$ cat config.mk
export PLATFORM = sky130hd
export DESIGN_NAME = foq_cell
export DESIGN_NICKNAME = d
export VERILOG_FILES = /design/src/hdl/foq_pkg.sv /design/src/hdl/foq_cell.sv
export SDC_FILE = /design/constraint.sdc
export NUM_CORES = 1
export LEC_CHECK = 0
export ABC_CLOCK_PERIOD_IN_PS = 11000
export BUFFER_PORTS_ARGS = -buffer_cell sky130_fd_sc_hd__clkbuf_2
export CAP_MARGIN = 0
export CORE_AREA = 2 2 128 130
export DETAILED_ROUTE_END_ITERATION = 8
export DIE_AREA = 0 0 130 132
export PLACE_DENSITY = 0.6
export SLEW_MARGIN = 20
export SYNTH_ARGS = -nofsm -noshare
export SYNTH_HDL_FRONTEND = slang
export SYNTH_SLANG_ARGS = --single-unit
export TNS_END_PERCENT = 30
$ cat constraint.sdc
create_clock -name i_clk -period 11 [get_ports i_clk]
set_input_delay 0.55 -clock i_clk [delete_from_list [all_inputs] [get_ports i_clk]]
set_output_delay 0.55 -clock i_clk [all_outputs]
set_load 0.03 [all_outputs]
$ cat src/hdl/foq_pkg.sv
// Package with the types, codes and sizes shared by the order queue modules.
package foq_pkg;

    localparam int QUEUE_DEPTH  = 64;
    localparam int PAYLOAD_BITS = 64;
    localparam int ID_BITS      = 31;

    typedef enum logic [2:0] {
        FN_ADD    = 3'd0,
        FN_CANCEL = 3'd1,
        FN_EXISTS = 3'd2,
        FN_PEEK   = 3'd3,
        FN_POP    = 3'd4
    } t_func;

    typedef enum logic [2:0] {
        ST_OK        = 3'd0,
        ST_DUPLICATE = 3'd1,
        ST_NOT_FOUND = 3'd2,
        ST_EMPTY     = 3'd3,
        ST_FULL      = 3'd4
    } t_status;

    typedef enum logic {
        S_IDLE,
        S_EXEC
    } t_state;

    typedef struct packed {
        logic [2:0]  func;
        logic [30:0] order_id;
        logic [63:0] order_payload;
    } t_cmd_item;

    typedef struct packed {
        logic [2:0]  status;
        logic        present;
        logic [30:0] result_id;
        logic [63:0] result_payload;
    } t_result_item;

    // Control broadcast from the sequencer to every cell.
    typedef struct packed {
        logic                    cmp;
        logic [ID_BITS-1:0]      cmp_id;
        logic                    write;
        logic [ID_BITS-1:0]      wr_id;
        logic [PAYLOAD_BITS-1:0] wr_payload;
        logic                    shift_sel;
        logic                    shift_all;
    } t_cell_ctrl;

endpackage

$ cat src/hdl/foq_cell.sv
// One queue position: holds an order, compares its id and shifts toward the head.
module foq_cell (
    input  logic                             i_clk,
    input  logic                             i_rst_n,
    input  foq_pkg::t_cell_ctrl              i_ctrl,
    input  logic                             i_prev_valid,
    input  logic                             i_kill,
    input  logic                             i_next_valid,
    input  logic [foq_pkg::ID_BITS-1:0]      i_next_id,
    input  logic [foq_pkg::PAYLOAD_BITS-1:0] i_next_payload,
    output logic                             o_valid,
    output logic [foq_pkg::ID_BITS-1:0]      o_id,
    output logic [foq_pkg::PAYLOAD_BITS-1:0] o_payload,
    output logic                             o_match,
    output logic                             o_kill
);
    import foq_pkg::*;

    logic                    r_valid, n_valid;
    logic                    r_match, n_match;
    logic [ID_BITS-1:0]      r_id, n_id;
    logic [PAYLOAD_BITS-1:0] r_payload, n_payload;
    logic                    w_shift;
    logic                    w_tail;

    // On a cancel every cell at or behind the matched one takes its neighbor's contents; on a pop every cell does.
    assign o_kill  = i_kill | r_match;
    assign w_shift = i_ctrl.shift_all | (i_ctrl.shift_sel & o_kill);
    assign w_tail  = !r_valid && i_prev_valid;

    always_comb begin
        n_valid   = r_valid;
        n_id      = r_id;
        n_payload = r_payload;
        priority if (w_shift) begin
            n_valid   = i_next_valid;
            n_id      = i_next_id;
            n_payload = i_next_payload;
        end else if (i_ctrl.write && w_tail) begin
            n_valid   = 1'b1;
            n_id      = i_ctrl.wr_id;
            n_payload = i_ctrl.wr_payload;
        end else begin
            n_valid   = r_valid;
            n_id      = r_id;
            n_payload = r_payload;
        end
        n_match = r_match;
        if (i_ctrl.cmp) begin
            n_match = r_valid && (r_id == i_ctrl.cmp_id);
        end
    end

    always_ff @(posedge i_clk) begin
        if (!i_rst_n) begin
            r_valid <= 1'b0;
            r_match <= 1'b0;
        end else begin
            r_valid <= n_valid;
            r_match <= n_match;
        end
        r_id      <= n_id;
        r_payload <= n_payload;
    end

    assign o_valid   = r_valid;
    assign o_id      = r_id;
    assign o_payload = r_payload;
    assign o_match   = r_match;

endmodule

== Word-level counts from Yosys, hierarchy flattened ==
Index checks and enable logic that the tools add are counted.

* Bitwise logic cells: 3
* Eq/ne operators: 1
* Reductions and logical operators: 5
* Mux-type cells: 6

{| class="wikitable"
|+ Operators by type and width
! operator !! number
|-
| $mux W64 || 2
|-
| $mux W31 || 2
|-
| $eq A31 B31 Y1 || 1
|-
| $logic_and A1 B1 Y1 || 3
|-
| $mux W1 || 2
|-
| $or A1 B1 Y1 || 2
|-
| $reduce_bool A2 Y1 || 1
|-
| $and A1 B1 Y1 || 1
|-
| $logic_not A1 Y1 || 1
|}

* Logic and storage cells: 19
* Input port bits: 230
* Output and inout bits: 98
* Bits in registers: 97

== Depth between registers and ports, before layout ==
Gate-level depths: netlist (run 1).

* Depth in word-level cells: 5
* Depth in mapped cells: 6
* Mapped depth without buffers: 5

== Worst setup path after synthesis (run 1) ==
Ideal clock, no wire load.

* Path type: input port to flip-flop
* Start point: input i_ctrl[97] in the netlist's numbering
* End point: register r_id[0] (netlist: o_id[0]) (enable)
* Slack: 3.058 ns
* Path buffers: 0
* Library setup time: 0.680 ns
* Cell stages on the path: 2
* Arrival: 7.262 ns
* Data required time: 10.320 ns
* Path through: nand2_1 > o21ai_0

* Word-level cells in the longest chain between the ends: 2

{| class="wikitable"
|+ RTL lines
! what !! line !! source
|-
| from (decl) || foq_cell.sv:5 || <nowiki>input foq_pkg::t_cell_ctrl i_ctrl,</nowiki>
|-
| $logic_and A1 B1 Y1 || foq_cell.sv:39 || <nowiki>end else if (i_ctrl.write && w_tail) begin</nowiki>
|-
| $reduce_bool A2 Y1 (no source line) || -- ||
|-
| to (signal assigned) || foq_cell.sv:62 || <nowiki>r_id <= n_id;</nowiki>
|-
| to (decl) || foq_cell.sv:21 || <nowiki>logic [ID_BITS-1:0] r_id, n_id;</nowiki>
|}

No other way between the ends.
A chain may end at the register's enable or synchronous reset.

== Worst setup path after layout (run 1) ==
* Start point: register r_match (netlist: o_match)
* End point: register r_id[1] (netlist: o_id[1]), data pin

* Word-level cells in the longest chain between the ends: 4

{| class="wikitable"
|+ RTL lines
! what !! line !! source
|-
| from (decl) || foq_cell.sv:20 || <nowiki>logic r_match, n_match;</nowiki>
|-
| from (signal assigned) || foq_cell.sv:60 || <nowiki>r_match <= n_match;</nowiki>
|-
| $or A1 B1 Y1 || foq_cell.sv:27 || <nowiki>assign o_kill = i_kill | r_match;</nowiki>
|-
| $and A1 B1 Y1 || foq_cell.sv:28 || <nowiki>assign w_shift = i_ctrl.shift_all | (i_ctrl.shift_sel & o_kill);</nowiki>
|-
| $or A1 B1 Y1 || foq_cell.sv:28 ||
|-
| $mux W31 || foq_cell.sv:35 || <nowiki>priority if (w_shift) begin</nowiki>
|-
| via n_id[1] || foq_cell.sv:21 ||
|}

The timed path passes the listed nets, and every way through them passes these cells.

==> results of run 1 <==
## logic make-up after synthesis
group / after synthesis / synth area share [%]
XOR/XNOR: 31 / 6.101
AO/OA/AOI/OAI: 4 / 0.8716
multiplexers: 95 / 24.04
AND/OR/NAND/NOR: 15 / 2.052
flip-flops: 97 / 65.00
buffers and inverters: 10 / 1.940
## layout make-up
cell class / instances / share of cell area (%)
multi-input cells: 145 / 22.53
well taps: 216 / 4.107
repair buffers: 330 / 25.27
clock buffers: 10 / 3.480
clock inverters: 6 / 0.6465
flip-flops and latches: 97 / 43.96
## state kept, by name, summed over array words and instances (netlist names)
register / count
o_id: 31
o_valid: 1
o_payload: 64
o_match: 1
## synthesized netlist by cell type, drive strengths merged
library cell / n
dfxtp: 2
nand2b: 1
edfxtp: 95
nand3: 1
xnor2: 21
o211a: 1
buf: 10
nand3b: 1
nor4: 4
nand4: 6
xor2: 10
a21oi: 1
or2: 1
nand2: 1
mux2: 95
o21ai: 1
a21boi: 1
## through the flow
step                      total power [mW]  hold WS, ns  std cells
after detailed placement            0.6960       0.4938        788
after CTS                           0.9911       0.4298        804
final                               0.9725       0.4519        804
after floorplan                     0.6118       0.6068        252
after global routing                 1.016       0.4618        804
after global placement              0.6924       0.4798        788
## critical path, delay by kind of cell (launching register included)
kind / cells / cell delay (ns)
and+or+nand+nor: 1 / 0.28
muxes: 1 / 0.41
DFF: 1 / 0.32
buffers and inverters: 2 / 1.15
AOI/OAI and AO/OA: 1 / 0.15
## cell usage in the layout (no fill, tap or decap), types with 2 or more instances in the layout
master / count
nand4_1: 6
xor2_1: 10
xnor2_1: 21
nor4_1: 4
mux2_2: 78
mux2_1: 17
buf_4: 2
dfxtp_1: 2
clkbuf_16: 9
edfxtp_1: 95
clkbuf_2: 327
clkinv_4: 2
## routing by layer
metal,wire length [microns],up-vias
met4,191,0
met3,1197,10
met5,0,-
met1,4655,1552
met2,6619,203
li1,-,1636
## final timing paths
path,from,end
worst max-delay path,o_match$_SDFFE_PN0P_,o_id[1]$_DFFE_PP_
worst min-delay path,i_rst_n,o_valid$_SDFFE_PN0P_
worst max register to register,o_match$_SDFFE_PN0P_,o_id[1]$_DFFE_PP_
worst min register to register,o_match$_SDFFE_PN0P_,o_match$_SDFFE_PN0P_
## power groups by stage
stage / Sequential [mW] / Clock (mW) / Combinational (mW)
finish: 0.468 / 0.288 / 0.217
global route: 0.471 / 0.312 / 0.232
CTS: 0.469 / 0.302 / 0.220
detailed placement: 0.477 / 0 / 0.219
global placement: 0.476 / 0 / 0.216
floorplan: 0.550 / 0 / 0.0619
==> metrics.txt, run 1 <==
# TYPE chip_impl_metric gauge
chip_impl_info{name="result_of_the_run",value="finished clean"} 1
chip_impl_metric{name="worst_setup_hold_path_clk_slew",unit="ns"} 0.06
chip_impl_metric{name="die_x",unit="microns"} 130
chip_impl_metric{name="number_of_clock_sinks",unit=""} 97
chip_impl_metric{name="gr-usage-met1",unit="%"} 14.79
chip_impl_metric{name="detail_route.first_pass.iterations",unit=""} 4
chip_impl_metric{name="worst-path-max-fanout",unit=""} 53
chip_impl_metric{name="post_synth_num_cell_types",unit=""} 19
chip_impl_metric{name="gr-usage-met2",unit="%"} 25.95
chip_impl_metric{name="dp_hpwl",unit="microns"} 10210
chip_impl_metric{name="final.period_utilization",unit="%"} 24.12
chip_impl_metric{name="fp.coreArea",unit="sq um"} 15710
chip_impl_metric{name="ratio_of_routed_vias_to_standard_cells",unit=""} 4.230
chip_impl_metric{name="die_h",unit="microns"} 132
chip_impl_metric{name="synth.yosys.seq_area_share",unit="%"} 65.00
chip_impl_metric{name="critical_path_required",unit="ns"} 11.08
chip_impl_metric{name="grt_resource_usage_total",unit="%"} 14.20
chip_impl_metric{name="gpl.final_weighted_congestion",unit=""} 0.7981
chip_impl_metric{name="seqCellArea",unit="sq um"} 2893
chip_impl_metric{name="worst_slew_pin_slew",unit="ns"} 0.8817
chip_impl_metric{name="finish.instance_area",unit="sq um"} 6580
chip_impl_metric{name="vias_post_dr",unit=""} 3401
chip_impl_metric{name="fp.dieArea",unit="sq um"} 17160
chip_impl_metric{name="global_route_wire_length_before_repair",unit="microns"} 18530
chip_impl_metric{name="pwr_density_cell",unit="nW/um^2"} 147.8
chip_impl_metric{name="clock_skew",unit="ns"} 0.01139
chip_impl_metric{name="critical_path_arrival",unit="ns"} 2.74
chip_impl_metric{name="io_buffer_count",unit=""} 327
chip_impl_metric{name="layout-area-overhead-vs-synth",unit="%"} 47.85
chip_impl_metric{name="antenna_found_initial",unit=""} 0
chip_impl_info{name="endpoint_kind",value="register"} 1
chip_impl_metric{name="crit_path_max_incr_delay",unit="ns"} 0.65
chip_impl_metric{name="reg2reg_depth",unit=""} 5
chip_impl_metric{name="num_antenna_cells",unit=""} 0
chip_impl_metric{name="std_cell_rows",unit=""} 46
chip_impl_metric{name="synth_warnings",unit=""} 0
chip_impl_metric{name="route.antenna.remaining_nets",unit=""} 0
chip_impl_metric{name="max-vdd-ir-drop",unit="uV"} 66.01
chip_impl_metric{name="clock_power_share",unit="%"} 29.6
chip_impl_metric{name="yosys_register_bits",unit=""} 97
chip_impl_info{name="critPathKind",value="reg -> reg"} 1
chip_impl_metric{name="cell_internal_pwr",unit="mW"} 0.6924
chip_impl_metric{name="cts_post_setup_buffers_inserted",unit=""} 0
chip_impl_metric{name="comb_power_share",unit="%"} 22.3
chip_impl_metric{name="rel_slew_slack",unit="%"} 41.22
chip_impl_metric{name="netlist.area_leader.share",unit="%"} 64.10
chip_impl_metric{name="synth.avg_cell_area",unit="sq um"} 17.66
chip_impl_metric{name="count_of_pins_on_the_block_boundary",unit=""} 328
chip_impl_metric{name="multi_input_comb_area",unit="sq um"} 1483
chip_impl_info{name="worst_path_most_repeated_cell",value="buf_4"} 1
chip_impl_metric{name="routedWlPerCell",unit="microns"} 15.75
chip_impl_info{name="root_buffer",value="clkbuf_16"} 1
chip_impl_metric{name="cap_violations",unit=""} 0
chip_impl_metric{name="grt_start_max_net_pins",unit=""} 96
chip_impl_info{name="cpMaxStageDelayCell",value="buf_4"} 1
chip_impl_metric{name="post-route-worst-setup-slack",unit="ns"} 8.347
chip_impl_metric{name="power_switching_share",unit="%"} 28.81
chip_impl_metric{name="synth_cells",unit=""} 252
chip_impl_metric{name="clock_tree.buffer_depth",unit=""} 2
chip_impl_info{name="crit_chain",value="or2_1 > a21oi_4 > buf_4 > buf_4 > mux2_2"} 1
chip_impl_info{name="setup.worst_path.start_class",value="register"} 1
chip_impl_metric{name="clkLatencyLatePin",unit="ns"} 0.34
chip_impl_metric{name="finalHoldViolCount",unit=""} 0
chip_impl_metric{name="timing.setup.tns",unit="ns"} 0
chip_impl_metric{name="drc_errors",unit=""} 0
chip_impl_info{name="synthTopCellsByArea",value="edfxtp_1 (64%), mux2_2 (20%), mux2_1 (4.3%)"} 1
chip_impl_metric{name="grt.met3_usage",unit="%"} 4.951
chip_impl_metric{name="power.static_leakage",unit="nW"} 2.965
chip_impl_metric{name="period_minus_slack",unit="ns"} 2.653
chip_impl_metric{name="whs_path_depth",unit=""} 2
chip_impl_metric{name="power_switching",unit="mW"} 0.2801
chip_impl_info{name="tritoncts",value="built"} 1
chip_impl_metric{name="timing.final.setup_violations",unit=""} 0
chip_impl_info{name="unrepaired_setup_endpoints_after_global_routing",value="false"} 1
chip_impl_metric{name="clock_tree.htree_level_count",unit=""} 3
chip_impl_metric{name="r2r_setup_slack",unit="ns"} 8.35
chip_impl_info{name="synth_largest_area_cell",value="edfxtp_1"} 1
chip_impl_metric{name="synth.cell_area",unit="sq um"} 4451
chip_impl_metric{name="ratio_of_cells_with_drive_above_1_in_the_final_layout",unit="%"} 72.11
chip_impl_metric{name="postLayoutCoreUtil",unit="%"} 41.88
chip_impl_metric{name="ctsHoldBuffers",unit=""} 0
chip_impl_metric{name="route.final.wire_length",unit="microns"} 12660
chip_impl_metric{name="initial_utilization",unit="%"} 28.32
chip_impl_metric{name="slew_viol_final",unit=""} 0
chip_impl_info{name="hold_class",value="in -> reg"} 1
chip_impl_metric{name="synth.net_count",unit=""} 482
chip_impl_info{name="gr-max-usage-layer",value="met2"} 1
chip_impl_metric{name="cts.repair.resized",unit=""} 0
chip_impl_metric{name="fmax",unit="MHz"} 376.9
chip_impl_metric{name="sequential_share_of_power",unit="%"} 48.1
chip_impl_metric{name="pre_cts_ws",unit="ns"} 8.052
chip_impl_metric{name="drt_iter0_markers",unit=""} 105
chip_impl_metric{name="first_global_vias",unit=""} 3676
chip_impl_metric{name="placed_area",unit="sq um"} 6305
chip_impl_metric{name="fillerInstances",unit=""} 1542
chip_impl_metric{name="grt.overflow.total",unit=""} 0
chip_impl_metric{name="nets",unit=""} 813
chip_impl_metric{name="cts_inserted_buffers",unit=""} 9
(Power assumes the default switching activity.)
==> run 2: changes to the inputs <==
--- a/config.mk
+++ b/config.mk
@@ -5,13 +5,13 @@
 export SDC_FILE = /design/constraint.sdc
 export NUM_CORES = 1
 export LEC_CHECK = 0
-export ABC_CLOCK_PERIOD_IN_PS = 11000
+export ABC_CLOCK_PERIOD_IN_PS = 2200
 export BUFFER_PORTS_ARGS = -buffer_cell sky130_fd_sc_hd__clkbuf_2
 export CAP_MARGIN = 0
-export CORE_AREA = 2 2 128 130
+export CORE_AREA = 2 2 127 129
 export DETAILED_ROUTE_END_ITERATION = 8
-export DIE_AREA = 0 0 130 132
-export PLACE_DENSITY = 0.6
+export DIE_AREA = 0 0 129 131
+export PLACE_DENSITY = 0.63
 export SLEW_MARGIN = 20
 export SYNTH_ARGS = -nofsm -noshare
 export SYNTH_HDL_FRONTEND = slang
==> constraint.sdc (replaced) <==
create_clock -name i_clk -period 2.2 [get_ports i_clk]
set_input_delay 0.11 -clock i_clk [delete_from_list [all_inputs] [get_ports i_clk]]
set_output_delay 0.11 -clock i_clk [all_outputs]
set_load 0.03 [all_outputs]
==> metrics.txt, run 2 (same netlist as run 1, synthesis figures left out) <==
# TYPE chip_impl_metric gauge
chip_impl_info{name="result_of_the_run",value="finished clean"} 1
chip_impl_metric{name="initial_utilization",unit="%"} 28.53
chip_impl_metric{name="rel_slew_slack",unit="%"} 55.37
chip_impl_info{name="layout_commonest_cell",value="clkbuf_2"} 1
chip_impl_metric{name="pre_cts_ws",unit="ns"} 0.3123
chip_impl_metric{name="drt_iter0_markers",unit=""} 87
chip_impl_info{name="unrepaired_setup_endpoints_after_global_routing",value="false"} 1
chip_impl_metric{name="r2r_setup_slack",unit="ns"} 0.31
chip_impl_metric{name="vias_post_dr",unit=""} 3399
chip_impl_info{name="critPathKind",value="reg -> reg"} 1
chip_impl_metric{name="drc_errors",unit=""} 0
chip_impl_metric{name="grt_start_max_net_pins",unit=""} 53
chip_impl_metric{name="worst_setup_hold_path_clk_slew",unit="ns"} 0.07
chip_impl_metric{name="first_global_vias",unit=""} 3463
chip_impl_metric{name="io_buffer_count",unit=""} 327
chip_impl_metric{name="fillerInstances",unit=""} 1453
chip_impl_metric{name="dp_hpwl",unit="microns"} 10010
chip_impl_info{name="setup.worst_path.start_class",value="register"} 1
chip_impl_metric{name="cts_post_setup_buffers_inserted",unit=""} 0
chip_impl_metric{name="grt.overflow.total",unit=""} 0
chip_impl_metric{name="detail_route.first_pass.iterations",unit=""} 4
chip_impl_metric{name="worst-path-max-fanout",unit=""} 49
chip_impl_metric{name="sequential_share_of_power",unit="%"} 46.6
chip_impl_metric{name="cap_violations",unit=""} 0
chip_impl_metric{name="number_of_clock_sinks",unit=""} 97
chip_impl_metric{name="global_route_wire_length_before_repair",unit="microns"} 17260
chip_impl_info{name="hp-start",value="i_next_id[29]"} 1
chip_impl_metric{name="std_cell_rows",unit=""} 46
chip_impl_metric{name="ratio_of_routed_vias_to_standard_cells",unit=""} 4.207
chip_impl_metric{name="finalHoldViolCount",unit=""} 0
chip_impl_info{name="tritoncts",value="built"} 1
chip_impl_metric{name="comb_power_share",unit="%"} 21.9
chip_impl_metric{name="period_minus_slack",unit="ns"} 1.894
chip_impl_metric{name="largest_reg_flops",unit=""} 64
chip_impl_metric{name="critical_path_arrival",unit="ns"} 1.98
chip_impl_metric{name="timing.final.setup_violations",unit=""} 0
chip_impl_metric{name="nets",unit=""} 817
chip_impl_metric{name="fp.coreArea",unit="sq um"} 15600
chip_impl_metric{name="fp.dieArea",unit="sq um"} 16900
chip_impl_metric{name="route.final.wire_length",unit="microns"} 12450
chip_impl_metric{name="die_h",unit="microns"} 131
chip_impl_metric{name="postLayoutCoreUtil",unit="%"} 42.75
chip_impl_metric{name="fmax",unit="MHz"} 528.1
chip_impl_metric{name="clkLatencyLatePin",unit="ns"} 0.34
chip_impl_metric{name="slew_viol_final",unit=""} 0
chip_impl_metric{name="pwr_density_cell",unit="nW/um^2"} 750.7
chip_impl_metric{name="clock_skew",unit="ns"} 0.004933
chip_impl_metric{name="critical_path_required",unit="ns"} 2.29
chip_impl_metric{name="num_antenna_cells",unit=""} 0
chip_impl_metric{name="grt_resource_usage_total",unit="%"} 13.68
chip_impl_metric{name="cell_internal_pwr",unit="mW"} 3.589
chip_impl_info{name="min_to",value="o_id[29]$_DFFE_PP_"} 1
chip_impl_metric{name="clock_power_share",unit="%"} 31.5
chip_impl_metric{name="gpl.final_weighted_congestion",unit=""} 0.7928
chip_impl_info{name="endpoint_kind",value="register"} 1
chip_impl_metric{name="routedWlPerCell",unit="microns"} 15.40
chip_impl_metric{name="antenna_found_initial",unit=""} 0
chip_impl_info{name="root_buffer",value="clkbuf_16"} 1
chip_impl_metric{name="power.static_leakage",unit="nW"} 3.001
chip_impl_metric{name="final.period_utilization",unit="%"} 86.07
chip_impl_metric{name="ratio_of_cells_with_drive_above_1_in_the_final_layout",unit="%"} 72.47
chip_impl_metric{name="post-route-worst-setup-slack",unit="ns"} 0.3064
chip_impl_info{name="worst_r2r_endpoint",value="o_payload[45]$_DFFE_PP_"} 1
chip_impl_metric{name="clock_tree.htree_level_count",unit=""} 3
chip_impl_metric{name="cts.repair.resized",unit=""} 0
chip_impl_metric{name="count_of_pins_on_the_block_boundary",unit=""} 328
chip_impl_metric{name="max-vdd-ir-drop",unit="uV"} 312.0
chip_impl_info{name="layout_common_cells",value="clkbuf_2 (327), edfxtp_1 (95), mux2_2 (78), xnor2_1 (21), mux2_1 (17)"} 1
chip_impl_metric{name="die_x",unit="microns"} 129
chip_impl_info{name="critical_path.reg2reg.startpoint",value="o_match$_SDFFE_PN0P_"} 1
chip_impl_metric{name="reg2reg_depth",unit=""} 4
chip_impl_metric{name="power_switching_share",unit="%"} 28.29
chip_impl_metric{name="whs_path_depth",unit=""} 2
chip_impl_metric{name="power_switching",unit="mW"} 1.416
chip_impl_metric{name="route.antenna.remaining_nets",unit=""} 0
chip_impl_metric{name="layout-area-overhead-vs-synth",unit="%"} 49.82
chip_impl_metric{name="clock_tree.buffer_depth",unit=""} 2
chip_impl_metric{name="timing.setup.tns",unit="ns"} 0
chip_impl_metric{name="cts_inserted_buffers",unit=""} 9
chip_impl_metric{name="worst_slew_pin_slew",unit="ns"} 0.6695
chip_impl_info{name="hold_class",value="in -> reg"} 1
==> run 2: cell types whose count changed in the layout (fill, tap and decap cells not counted), sizes merged <==
cell | previous run | this run
clkinv | 4 | 2
dlygate4sd3 | 0 | 2
clkinvlp | 1 | 2
bufinv | 0 | 1
buf | 3 | 5
==> run 2: worst max-delay path by stage <==
stage                    startpoint                       to  slack, ns  cells after the start
2_1_floorplan  o_valid$_SDFFE_PN0P_        o_id[0]$_DFFE_PP_      -0.16                      1
3_5_place_dp   o_match$_SDFFE_PN0P_  o_payload[41]$_DFFE_PP_       0.31                      4
4_1_cts        o_match$_SDFFE_PN0P_  o_payload[41]$_DFFE_PP_       0.30                      4
5_1_grt        o_match$_SDFFE_PN0P_  o_payload[42]$_DFFE_PP_       0.25                      4
6_report       o_match$_SDFFE_PN0P_  o_payload[45]$_DFFE_PP_       0.31                      4
3_3_place_gp   o_match$_SDFFE_PN0P_  o_payload[38]$_DFFE_PP_       0.37                      4
==> run 2: area by class of cell <==
cell class / instances / area (sq um) / area share (%)
repair buffers: 334 / 1719 / 25.78
multi-input cells: 145 / 1485 / 22.27
flip-flops and latches: 97 / 2897 / 43.44
clock inverters: 6 / 67.56 / 1.013
clock buffers: 10 / 229.0 / 3.434
well taps: 216 / 270.3 / 4.053
==> run 2: power by group through the flow <==
stage	clock [mW]	combinational, mW	sequential (mW)
floorplan	0	0.313	2.72
global placement	0	1.09	2.37
CTS	1.64	1.11	2.34
global route	1.71	1.17	2.35
detailed placement	0	1.11	2.37
finish	1.58	1.10	2.33
==> run 2: timing repair <==
item                                    in CTS  in global routing
hold endpoints to repair                     2                  0
hold buffers                                 2                  0
endpoints found under the setup margin       0                  0
==> run 2: critical path, stage by stage, from the launching register on <==
cell     delay [ns]
dfxtp_1        0.33
or2_4          0.27
a21oi_4        0.33
buf_12         0.30
mux2_2         0.38
==> run 2: routing by layer <==
metal	track usage, %	part of all wire [%]	up-vias
met4	4.859	1.4	0
met2	24.53	52	194
met1	14.68	37	1554
met3	5.415	9.3	11
met5	0	0	-
li1	-	-	1640
==> run 2: through the flow <==
step	total power, mW	hold WS (ns)	std cells	area [sq um]
floorplan	3.037	0.2332	252	4468
global route	5.233	0.03502	808	6668
CTS	5.093	0.03247	808	6668
global placement	3.462	0.3375	790	6351
detailed placement	3.481	0.3401	790	6351
finish	5.005	0.05625	808	6668
